==> src/hdl/dlgrt_pkg.sv <==
// Shared types and constants of the delayed linear gain ramp table.
`default_nettype none
package dlgrt_pkg;

	localparam int DEF_NUM_STEMS = 8;
	localparam int MAX_RESULTS   = 8;
	localparam int CNT_W         = $clog2(MAX_RESULTS + 1);
	localparam int GAIN_W        = 17;
	localparam int LEN_W         = 24;
	localparam int EL_W          = 26;
	localparam int FPB_W         = 24;
	localparam int NOW_W         = 48;
	localparam int DT_W          = 20;
	localparam int TGT_W         = 18;
	localparam int STEM_W        = 3;
	localparam logic [GAIN_W-1:0] UNITY_GAIN = 17'd65536;
	localparam logic [FPB_W-1:0]  FPB_RESET  = 24'd22050;

	localparam logic CMD_SCHED = 1'b0;
	localparam logic CMD_TICK  = 1'b1;

	// one channel entry of the ramp table
	typedef struct packed {
		logic [GAIN_W-1:0]      cur;
		logic [GAIN_W-1:0]      start;
		logic [GAIN_W-1:0]      tgt;
		logic signed [EL_W-1:0] el;
		logic [LEN_W-1:0]       len;
	} ent_t;

	localparam int ENT_W = $bits(ent_t);

endpackage
`default_nettype wire

==> src/hdl/dlgrt_ram.sv <==
// Generic single-write, single-read RAM with registered read data.
`default_nettype none
module dlgrt_ram #(
	parameter int WIDTH = 8,
	parameter int DEPTH = 8,
	parameter int AW    = (DEPTH > 1) ? $clog2(DEPTH) : 1
) (
	input  wire logic             clk,
	input  wire logic             we,
	input  wire logic [AW-1:0]    waddr,
	input  wire logic [WIDTH-1:0] wdata,
	input  wire logic             re,
	input  wire logic [AW-1:0]    raddr,
	output logic      [WIDTH-1:0] rdata
);
	logic [WIDTH-1:0] mem [DEPTH];

	always_ff @(posedge clk) begin
		if (we) begin
			mem[waddr] <= wdata;
		end
		if (re) begin
			rdata <= mem[raddr];
		end
	end
endmodule
`default_nettype wire

==> src/hdl/dlgrt_div.sv <==
// Restoring divider, one quotient bit per cycle, 48-bit dividend by 24-bit divisor.
`default_nettype none
module dlgrt_div (
	input  wire logic        clk,
	input  wire logic        arst_n,
	input  wire logic        start,
	input  wire logic [47:0] num,
	input  wire logic [23:0] den,
	output logic             done,
	output logic [47:0]      quot,
	output logic [23:0]      rem
);
	logic [47:0] quo_q;
	logic [23:0] rem_q;
	logic [23:0] den_q;
	logic [5:0]  cnt_q;
	logic        done_q;
	logic [24:0] trial;
	logic        fit;

	assign trial = {rem_q, quo_q[47]};
	assign fit   = trial >= {1'b0, den_q};

	always_ff @(posedge clk or negedge arst_n) begin
		if (!arst_n) begin
			cnt_q  <= '0;
			done_q <= 1'b0;
		end else begin
			done_q <= 1'b0;
			if (start) begin
				cnt_q <= 6'd48;
			end else if (cnt_q != '0) begin
				cnt_q <= cnt_q - 6'd1;
				if (cnt_q == 6'd1) begin
					done_q <= 1'b1;
				end
			end
		end
	end

	always_ff @(posedge clk) begin
		if (start) begin
			quo_q <= num;
			rem_q <= '0;
			den_q <= den;
		end else if (cnt_q != '0) begin
			quo_q <= {quo_q[46:0], fit};
			rem_q <= fit ? 24'(trial - {1'b0, den_q}) : trial[23:0];
		end
	end

	assign done = done_q;
	assign quot = quo_q;
	assign rem  = rem_q;
endmodule
`default_nettype wire

==> src/hdl/delayed_linear_gain_ramp_table_core.sv <==
// Top level of the delayed linear gain ramp table.
//
// channel   dir  data                                         marks
// s_*       in   tdata: stem, target, align, fade, now, tick  tuser: command
// m_*       out  tdata: out_stem, out_volume                  tlast: last
// cfg_*     in   frames_per_beat write                        none
//
// A schedule word passes the read, execute and write states, plus the divider state when beat
// alignment runs it. A tick walks the channels through read, execute and write, adding the emit
// state when a gain is emitted and multiply, sum and divider states when a ramp step needs them.
// Reset clears the table through per-entry valid bits; no clearing pass is needed.
// A stalled output holds the sequencer at its next result; input waits until the word is done.
`default_nettype none
module delayed_linear_gain_ramp_table_core #(
	parameter int NUM_STEMS = dlgrt_pkg::DEF_NUM_STEMS
) (
	input  wire logic         clk,
	input  wire logic         arst_n,
	input  wire logic         s_tvalid,
	output logic              s_tready,
	input  wire logic [119:0] s_tdata,  // stem_index, target_volume, align_to_beat,
	                                    // fade_frames, now_frame, tick_frames, zero pad
	input  wire logic [0:0]   s_tuser,  // command
	output logic              m_tvalid,
	input  wire logic         m_tready,
	output logic [23:0]       m_tdata,  // out_stem, out_volume, zero pad
	output logic              m_tlast,
	input  wire logic         cfg_wen,
	input  wire logic [23:0]  cfg_wdata
);
	import dlgrt_pkg::*;

	localparam int CW = (NUM_STEMS > 1) ? $clog2(NUM_STEMS) : 1;

	localparam logic [3:0] ST_IDLE = 4'd0;
	localparam logic [3:0] ST_RD   = 4'd1;
	localparam logic [3:0] ST_EX   = 4'd2;
	localparam logic [3:0] ST_SDIV = 4'd3;
	localparam logic [3:0] ST_MUL  = 4'd4;
	localparam logic [3:0] ST_RSUM = 4'd5;
	localparam logic [3:0] ST_RDIV = 4'd6;
	localparam logic [3:0] ST_WR   = 4'd7;
	localparam logic [3:0] ST_EMIT = 4'd8;
	localparam logic [3:0] ST_FIN  = 4'd9;

	logic [3:0]             state_q;
	logic                   cmd_q;
	logic [STEM_W-1:0]      idx_q;
	logic [GAIN_W-1:0]      tgt_q;
	logic                   align_q;
	logic [LEN_W-1:0]       fade_q;
	logic [NOW_W-1:0]       now_q;
	logic [DT_W-1:0]        dt_q;
	logic [FPB_W-1:0]       fpb_q;
	logic [CW-1:0]          ch_q;
	ent_t                   w_q;
	logic                   emit_q;
	logic [CNT_W-1:0]       n_q;
	logic                   pend_valid_q;
	logic [STEM_W-1:0]      pend_stem_q;
	logic [GAIN_W-1:0]      pend_vol_q;
	logic [40:0]            prod_a_s1;
	logic [40:0]            prod_b_s1;
	logic                   m_tvalid_q;
	logic [23:0]            m_tdata_q;
	logic                   m_tlast_q;
	logic [NUM_STEMS-1:0]   valid_q;
	logic                   rd_valid_s1;

	logic                   s_acc;
	logic                   out_free;
	logic                   m_load;
	logic                   ram_we;
	logic                   ram_re;
	logic [CW-1:0]          ram_raddr;
	logic [CW-1:0]          ram_waddr;
	logic [ENT_W-1:0]       ram_rdata;
	ent_t                   ent;
	logic                   div_start;
	logic [47:0]            div_num;
	logic [23:0]            div_den;
	logic                   div_done;
	logic [47:0]            div_quot;
	logic [23:0]            div_rem;
	logic [6:0]             idx_ext;
	logic [6:0]             ch_ext;
	logic                   ch_last;
	logic signed [EL_W-1:0] dt_ext;
	logic signed [EL_W-1:0] e1;
	logic signed [EL_W-1:0] e0;
	logic signed [EL_W-1:0] e2;
	logic [FPB_W-1:0]       delay;
	logic signed [TGT_W-1:0] tv;
	logic [GAIN_W-1:0]      tv_clamped;
	logic [41:0]            ramp_num;

	assign s_tready = (state_q == ST_IDLE);
	assign s_acc    = s_tvalid && s_tready;
	assign out_free = !m_tvalid_q || m_tready;
	assign m_load   = out_free && pend_valid_q && (state_q == ST_EMIT || state_q == ST_FIN);
	assign idx_ext  = {4'b0, idx_q};
	assign ch_ext   = 7'(ch_q);
	assign ch_last  = (ch_q == CW'(NUM_STEMS - 1));
	assign ram_re   = (state_q == ST_RD);
	assign ram_raddr = (cmd_q == CMD_TICK) ? ch_q : idx_ext[CW-1:0];
	assign ram_waddr = ram_raddr;
	assign ram_we   = (state_q == ST_WR);
	assign ent      = rd_valid_s1 ? ent_t'(ram_rdata) : '0;

	// clamp requested gain into 0..unity
	assign tv = $signed(s_tdata[20:3]);
	always_comb begin
		if (tv < 0) begin
			tv_clamped = '0;
		end else if (tv > $signed({1'b0, UNITY_GAIN})) begin
			tv_clamped = UNITY_GAIN;
		end else begin
			tv_clamped = tv[GAIN_W-1:0];
		end
	end

	assign dt_ext = $signed({{(EL_W-DT_W){1'b0}}, dt_q});
	assign e1     = ent.el + dt_ext;
	assign e0     = (ent.el < 0) ? '0 : ent.el;
	assign e2     = e0 + dt_ext;
	assign delay  = (div_rem == '0) ? '0 : fpb_q - div_rem;
	assign ramp_num = {1'b0, prod_a_s1} + {1'b0, prod_b_s1} + 42'(w_q.len >> 1);

	assign div_start = (state_q == ST_EX && cmd_q == CMD_SCHED && align_q && fpb_q != '0)
	                || (state_q == ST_RSUM);
	assign div_num   = (cmd_q == CMD_SCHED) ? now_q : {6'b0, ramp_num};
	assign div_den   = (cmd_q == CMD_SCHED) ? fpb_q : w_q.len;

	dlgrt_ram #(
		.WIDTH (ENT_W),
		.DEPTH (NUM_STEMS),
		.AW    (CW)
	) u_ram (
		.clk   (clk),
		.we    (ram_we),
		.waddr (ram_waddr),
		.wdata (w_q),
		.re    (ram_re),
		.raddr (ram_raddr),
		.rdata (ram_rdata)
	);

	dlgrt_div u_div (
		.clk    (clk),
		.arst_n (arst_n),
		.start  (div_start),
		.num    (div_num),
		.den    (div_den),
		.done   (div_done),
		.quot   (div_quot),
		.rem    (div_rem)
	);

	always_ff @(posedge clk or negedge arst_n) begin
		if (!arst_n) begin
			state_q      <= ST_IDLE;
			fpb_q        <= FPB_RESET;
			valid_q      <= '0;
			rd_valid_s1  <= 1'b0;
			ch_q         <= '0;
			n_q          <= '0;
			emit_q       <= 1'b0;
			pend_valid_q <= 1'b0;
			m_tvalid_q   <= 1'b0;
		end else begin
			if (cfg_wen) begin
				fpb_q <= cfg_wdata;
			end
			if (m_tready && !m_load) begin
				m_tvalid_q <= 1'b0;
			end
			if (ram_re) begin
				rd_valid_s1 <= valid_q[ram_raddr];
			end
			if (ram_we) begin
				valid_q[ram_waddr] <= 1'b1;
			end
			unique case (state_q)
				ST_IDLE: begin
					if (s_acc) begin
						ch_q <= '0;
						n_q  <= '0;
						if (s_tuser[0] == CMD_TICK || 32'(s_tdata[2:0]) < NUM_STEMS) begin
							state_q <= ST_RD;
						end
					end
				end
				ST_RD: begin
					state_q <= ST_EX;
				end
				ST_EX: begin
					if (cmd_q == CMD_SCHED) begin
						state_q <= (align_q && fpb_q != '0) ? ST_SDIV : ST_WR;
					end else if (ent.el < 0 && e1 < 0) begin
						emit_q  <= 1'b0;
						state_q <= ST_WR;
					end else if (ent.len == '0) begin
						emit_q  <= 1'b1;
						state_q <= ST_WR;
					end else if (ent.cur != ent.tgt) begin
						emit_q  <= 1'b1;
						state_q <= ($unsigned(e2) >= {2'b0, ent.len}) ? ST_WR : ST_MUL;
					end else begin
						emit_q  <= 1'b0;
						state_q <= ST_WR;
					end
				end
				ST_SDIV: begin
					if (div_done) begin
						state_q <= ST_WR;
					end
				end
				ST_MUL: begin
					state_q <= ST_RSUM;
				end
				ST_RSUM: begin
					state_q <= ST_RDIV;
				end
				ST_RDIV: begin
					if (div_done) begin
						state_q <= ST_WR;
					end
				end
				ST_WR: begin
					if (cmd_q == CMD_SCHED) begin
						state_q <= ST_IDLE;
					end else if (emit_q && n_q < CNT_W'(MAX_RESULTS)) begin
						state_q <= ST_EMIT;
					end else if (ch_last) begin
						state_q <= ST_FIN;
					end else begin
						ch_q    <= ch_q + CW'(1);
						state_q <= ST_RD;
					end
				end
				ST_EMIT: begin
					// hold the newest result back so the final one can carry tlast
					if (!pend_valid_q || out_free) begin
						if (pend_valid_q) begin
							m_tvalid_q <= 1'b1;
							m_tlast_q  <= 1'b0;
							m_tdata_q  <= {4'b0, pend_vol_q, pend_stem_q};
						end
						pend_valid_q <= 1'b1;
						pend_stem_q  <= ch_ext[2:0];
						pend_vol_q   <= w_q.cur;
						n_q          <= n_q + CNT_W'(1);
						if (ch_last) begin
							state_q <= ST_FIN;
						end else begin
							ch_q    <= ch_q + CW'(1);
							state_q <= ST_RD;
						end
					end
				end
				ST_FIN: begin
					if (!pend_valid_q) begin
						state_q <= ST_IDLE;
					end else if (out_free) begin
						m_tvalid_q   <= 1'b1;
						m_tlast_q    <= 1'b1;
						m_tdata_q    <= {4'b0, pend_vol_q, pend_stem_q};
						pend_valid_q <= 1'b0;
						state_q      <= ST_IDLE;
					end
				end
				default: begin
					state_q <= ST_IDLE;
				end
			endcase
		end
	end

	// datapath registers
	always_ff @(posedge clk) begin
		if (s_acc) begin
			cmd_q   <= s_tuser[0];
			idx_q   <= s_tdata[2:0];
			tgt_q   <= tv_clamped;
			align_q <= s_tdata[21];
			fade_q  <= s_tdata[45:22];
			now_q   <= s_tdata[93:46];
			dt_q    <= s_tdata[113:94];
		end
		if (state_q == ST_EX) begin
			if (cmd_q == CMD_SCHED) begin
				w_q.cur   <= ent.cur;
				w_q.start <= ent.cur;
				w_q.tgt   <= tgt_q;
				w_q.len   <= fade_q;
				w_q.el    <= '0;
			end else begin
				w_q <= ent;
				if (ent.el < 0 && e1 < 0) begin
					w_q.el <= e1;
				end else if (ent.len == '0) begin
					w_q.cur <= ent.tgt;
					w_q.el  <= e0;
				end else if (ent.cur != ent.tgt) begin
					w_q.el <= e2;
					if ($unsigned(e2) >= {2'b0, ent.len}) begin
						w_q.cur <= ent.tgt;
					end
				end else begin
					w_q.el <= e0;
				end
			end
		end
		if (state_q == ST_SDIV && div_done) begin
			w_q.el <= -$signed({2'b0, delay});
		end
		if (state_q == ST_MUL) begin
			prod_a_s1 <= w_q.start * (w_q.len - w_q.el[LEN_W-1:0]);
			prod_b_s1 <= w_q.tgt * w_q.el[LEN_W-1:0];
		end
		if (state_q == ST_RDIV && div_done) begin
			w_q.cur <= div_quot[GAIN_W-1:0];
		end
	end

	assign m_tvalid = m_tvalid_q;
	assign m_tdata  = m_tdata_q;
	assign m_tlast  = m_tlast_q;

`ifndef SYNTHESIS
	a_cnt_bound: assert property (@(posedge clk) disable iff (!arst_n)
		n_q <= CNT_W'(MAX_RESULTS))
		else $error("result count beyond limit");
	a_idle_flushed: assert property (@(posedge clk) disable iff (!arst_n)
		state_q == ST_IDLE |-> !pend_valid_q)
		else $error("held result left behind at end of tick");
	a_div_owner: assert property (@(posedge clk) disable iff (!arst_n)
		div_done |-> (state_q == ST_SDIV || state_q == ST_RDIV))
		else $error("divider finished with no waiting state");
	a_emit_slot: assert property (@(posedge clk) disable iff (!arst_n)
		(state_q == ST_EMIT && pend_valid_q && !out_free) |=> state_q == ST_EMIT)
		else $error("result dropped while output stalled");
`endif
endmodule
`default_nettype wire

==> config.mk <==
export PLATFORM = sky130hd
export DESIGN_NAME = delayed_linear_gain_ramp_table_core
export DESIGN_NICKNAME = d
export VERILOG_FILES = /design/src/hdl/dlgrt_pkg.sv /design/src/hdl/dlgrt_ram.sv /design/src/hdl/dlgrt_div.sv /design/src/hdl/delayed_linear_gain_ramp_table_core.sv
export SDC_FILE = /design/constraint.sdc
export NUM_CORES = 2
export LEC_CHECK = 0
export BUFFER_PORTS_ARGS = -buffer_cell sky130_fd_sc_hd__buf_2
export CAP_MARGIN = 40
export CORE_MARGIN = 4
export CORE_UTILIZATION = 53
export DETAILED_ROUTE_END_ITERATION = 7
export HOLD_SLACK_MARGIN = 0.08
export MAX_ROUTING_LAYER = met4
export PLACE_DENSITY_LB_ADDON = 0.25
export RECOVER_POWER = 25
export SLEW_MARGIN = 25
export SYNTH_ARGS = -nofsm -noshare
export SYNTH_HDL_FRONTEND = slang
export SYNTH_SLANG_ARGS = --single-unit
==> constraint.sdc <==
create_clock -name clk -period 19.8 [get_ports clk]
set_input_delay 3.96 -clock clk [delete_from_list [all_inputs] [get_ports clk]]
set_output_delay 3.96 -clock clk [all_outputs]
set_load 0.01 [all_outputs]
==> results.md <==
- Mean Syn Cell Area: 10.9 µm²
- Total core area: around 170,000 µm²
- Failing checks: capacitance limit, slew limit
- Setup crit end kind: register
- Top cell type by total area after synthesis: edfxtp_1
- PortBufs: between 150 and 200
- WP data required: around 20 ns
- Slew headroom: -40.7%
- Wire per inst: 23.2 µm
- Hold-fix buffers, CTS: 0
- Nets: about 9.8k
- Final Hold Viols: 0
- Worst EP arrival: approximately 11 ns
- Post-DP HPWL: about 170 mm
- Setup-failing EPs final: 0
- Synth Area in Simple Gates: 16.3%
- Cts bufs inserted: approximately 150
- CP Max Fanout: 26
- Post-synth top area share: between 40% and 50%
- Setup CP Type: reg -> reg
- CTS H-tree depth: 4
- Worst hold path class: reg -> reg
- Post-synthesis cell count: 8,367
- Initial DRT Pass Iterations: 6
- Slew Limit Fails: around 1.1k
- CTS tree: yes
- Top-Level Pins: around 180
- Synthesis-stage register bit count: between 1k and 1.5k
- Synth Area in Compound Gates: 5.97%
- GR Util met1: about two fifths
- Final period utilization: a little under three fifths
- Die H: between 400 and 500 µm
- Detailed Route WL: about 250 mm
- Startpoint class of the critical path: register
- Minimum clock period: 10.98 ns
- Combinational family with the most area after synthesis: adder cells
- Unrepaired setup endpoints after global routing: no
- Clock Path Buffers: 3
- Final clock skew: 0.0706 ns
- Final instance area: ~100,000 µm²
- Post-synthesis mux area share: about 1.7%
- Worst-Margin Slew: 2.11 ns
- DRC: 0
- Synth Flop Type: edfxtp_1
- Syn-to-layout area delta: 9.63%
- Synth area leaders: edfxtp_1 (44%), fa_1 (17%), nand2_1 (6.8%), ha_1 (5.7%), inv_1 (4.0%)
- RD Place Congestion: roughly 0.94
- Met3 Resource Use GR: roughly 4%
- Commonest non-fill, non-tap cell in the layout: nand2_1
- Root Driver: clkbuf_16
- Cell Area, Placed: 94,900 µm²
- Clk_lat worst skew: between 0.8 and 0.9 ns
- Max incr delay on CP: between 1 and 1.5 ns
- M2 GR Usage: between 40% and 50%
- Mapped cell area: between 90,000 and 100,000 µm²
- Post-synth EDFFs: approximately 1.3k
- Post-Synth XOR/XNOR Area: 2.32%
- Die width: about 420 µm
- Post-DRT Antenna Nets: 0
- Most frequent cells in the layout: nand2_1 (1,642), edfxtp_1 (1,319), inv_1 (968)
- Vias per inst: 5.88
- Post-CTS sizing: 0
- Initial Util: a little over half
- Clk sinks: approximately 1.4k
- Outcome: finished, violations left
- Layout cell share with drive strength beyond 1: roughly 7.5%
- Fin Setup TNS: 0 ns
- Ys async rst share: ~3.9%
- Pin count of the biggest net entering global routing: 187
- Number of global-route vias before repair: about 64k
- Post-CTS Setup Bufs: 0
- Clk slew on worst S/H paths: roughly 0.06 ns
- Synthesis warning total: 0
- Most Frequent Cell on Critical Path: fa_1
- First-pass GRT wire length: about 380 mm
- Grt total ovfl: 0
- Sequential share of the synthesized area: 45.6%
- Max-cap violations: 35
- Initial DRC count: about 6.3k
- GR peak layer: met2
- Tot GR Track Use: just under 30%
- Row cnt: 151
- Die footprint: between 150,000 and 200,000 µm²
- Post-synthesis adder-cell area fraction: about 22%
- Yosys cell types: between 90 and 100
- Routed vias: between 60k and 70k
- Initial antenna violation count: 14
- R2R Setup Slk: slightly below 9 ns
- Highest clock rate: 91.1 MHz
- Crit-path slowest cell: clkbuf_1
## worst max-delay path, delay by kind of cell (launching register included)
kind            cells  cell delay (ns)
simple gates        6             1.07
fa+ha+maj           8             3.94
compound gates     13             3.37
buf+inv             6             1.83
flops               1             0.34
xor+xnor            1             0.10
## registers in the layout (all words and copies together) (netlist names), 17 cells and up
| signal | count |
|---|---|
| u_ram.mem | 808 |
| fpb_q | 24 |
| w_q | 101 |
| u_div.den_q | 24 |
| u_div.rem | 24 |
| m_tdata | 20 |
| u_div.quot | 48 |
| prod_b_s1 | 41 |
| tgt_q | 17 |
| fade_q | 24 |
| now_q | 48 |
| prod_a_s1 | 41 |
| dt_q | 20 |
| u_ram.rdata | 101 |
| pend_vol_q | 17 |
## layout make-up
cell class,count,area [µm²]
Timing Repair Buffer,365,2480
Clock inverter,92,1010
Antenna cell,3,7.51
Fill cell,13838,70200
Tap cell,2218,2780
Sequential cell,1397,41400
Inverter,972,3660
Clock buffer,171,3800
Multi-Input combinational cell,5616,44500
## kinds of logic after synthesis
logic type | Yosys count
muxes | 141
xor gates and xnor gates | 241
DFF | 1397
and+or+nand+nor | 3224
AOI/OAI and AO/OA | 830
adders and majority gates | 1176
buffers and inverters | 1357
other | 1
## per-stage QoR
stage	cells	setup slack [ns]	utilization (%)	hold WS, ns
after floorplan	8370	7.71	-	0.400
after global placement	10541	9.93	55.6	0.402
after detailed placement	10559	9.77	55.9	0.405
after CTS	10822	9.65	58.7	0.419
after global routing	10832	8.35	58.7	0.425
final	10834	8.82	58.7	0.418
## per-layer routing
layer,share of wire (%),up-vias
li1,-,28290
met4,5.1,0
met1,40,32070
met2,47,2808
met3,8.0,524
met5,0,-
## synthesized netlist by cell type, types with 50 or more instances
| master | n |
|---|---|
| nand2_1 | 1642 |
| edfxtp_1 | 1319 |
| inv_1 | 971 |
| fa_1 | 762 |
| nand3_1 | 659 |
| ha_1 | 414 |
| and2_1 | 366 |
| clkbuf_1 | 352 |
| a21oi_1 | 204 |
| o21ai_0 | 194 |
| nor2_1 | 177 |
| xnor2_1 | 162 |
| nor2b_1 | 116 |
| a21o_1 | 92 |
| mux2i_1 | 84 |
| xor2_1 | 79 |
| nor3_1 | 62 |
| mux2_2 | 53 |
| o21a_1 | 50 |
## worst paths after layout
path | startpoint | to | depth (start not counted)
hold reg to reg | pend_vol_q[5] | m_tdata[8] | 0
setup / recovery | w_q[30] | prod_a_s1[40] | 34
min in group asynchronous | arst_n | state_q[1] | 2
max in group asynchronous | arst_n | fpb_q[14] | 3
hold / removal | pend_vol_q[5] | m_tdata[8] | 0
setup reg to reg | w_q[30] | prod_a_s1[40] | 34
Power is not shown: default switching activity piles up to over one toggle a cycle in this logic, so the estimate is an artifact.
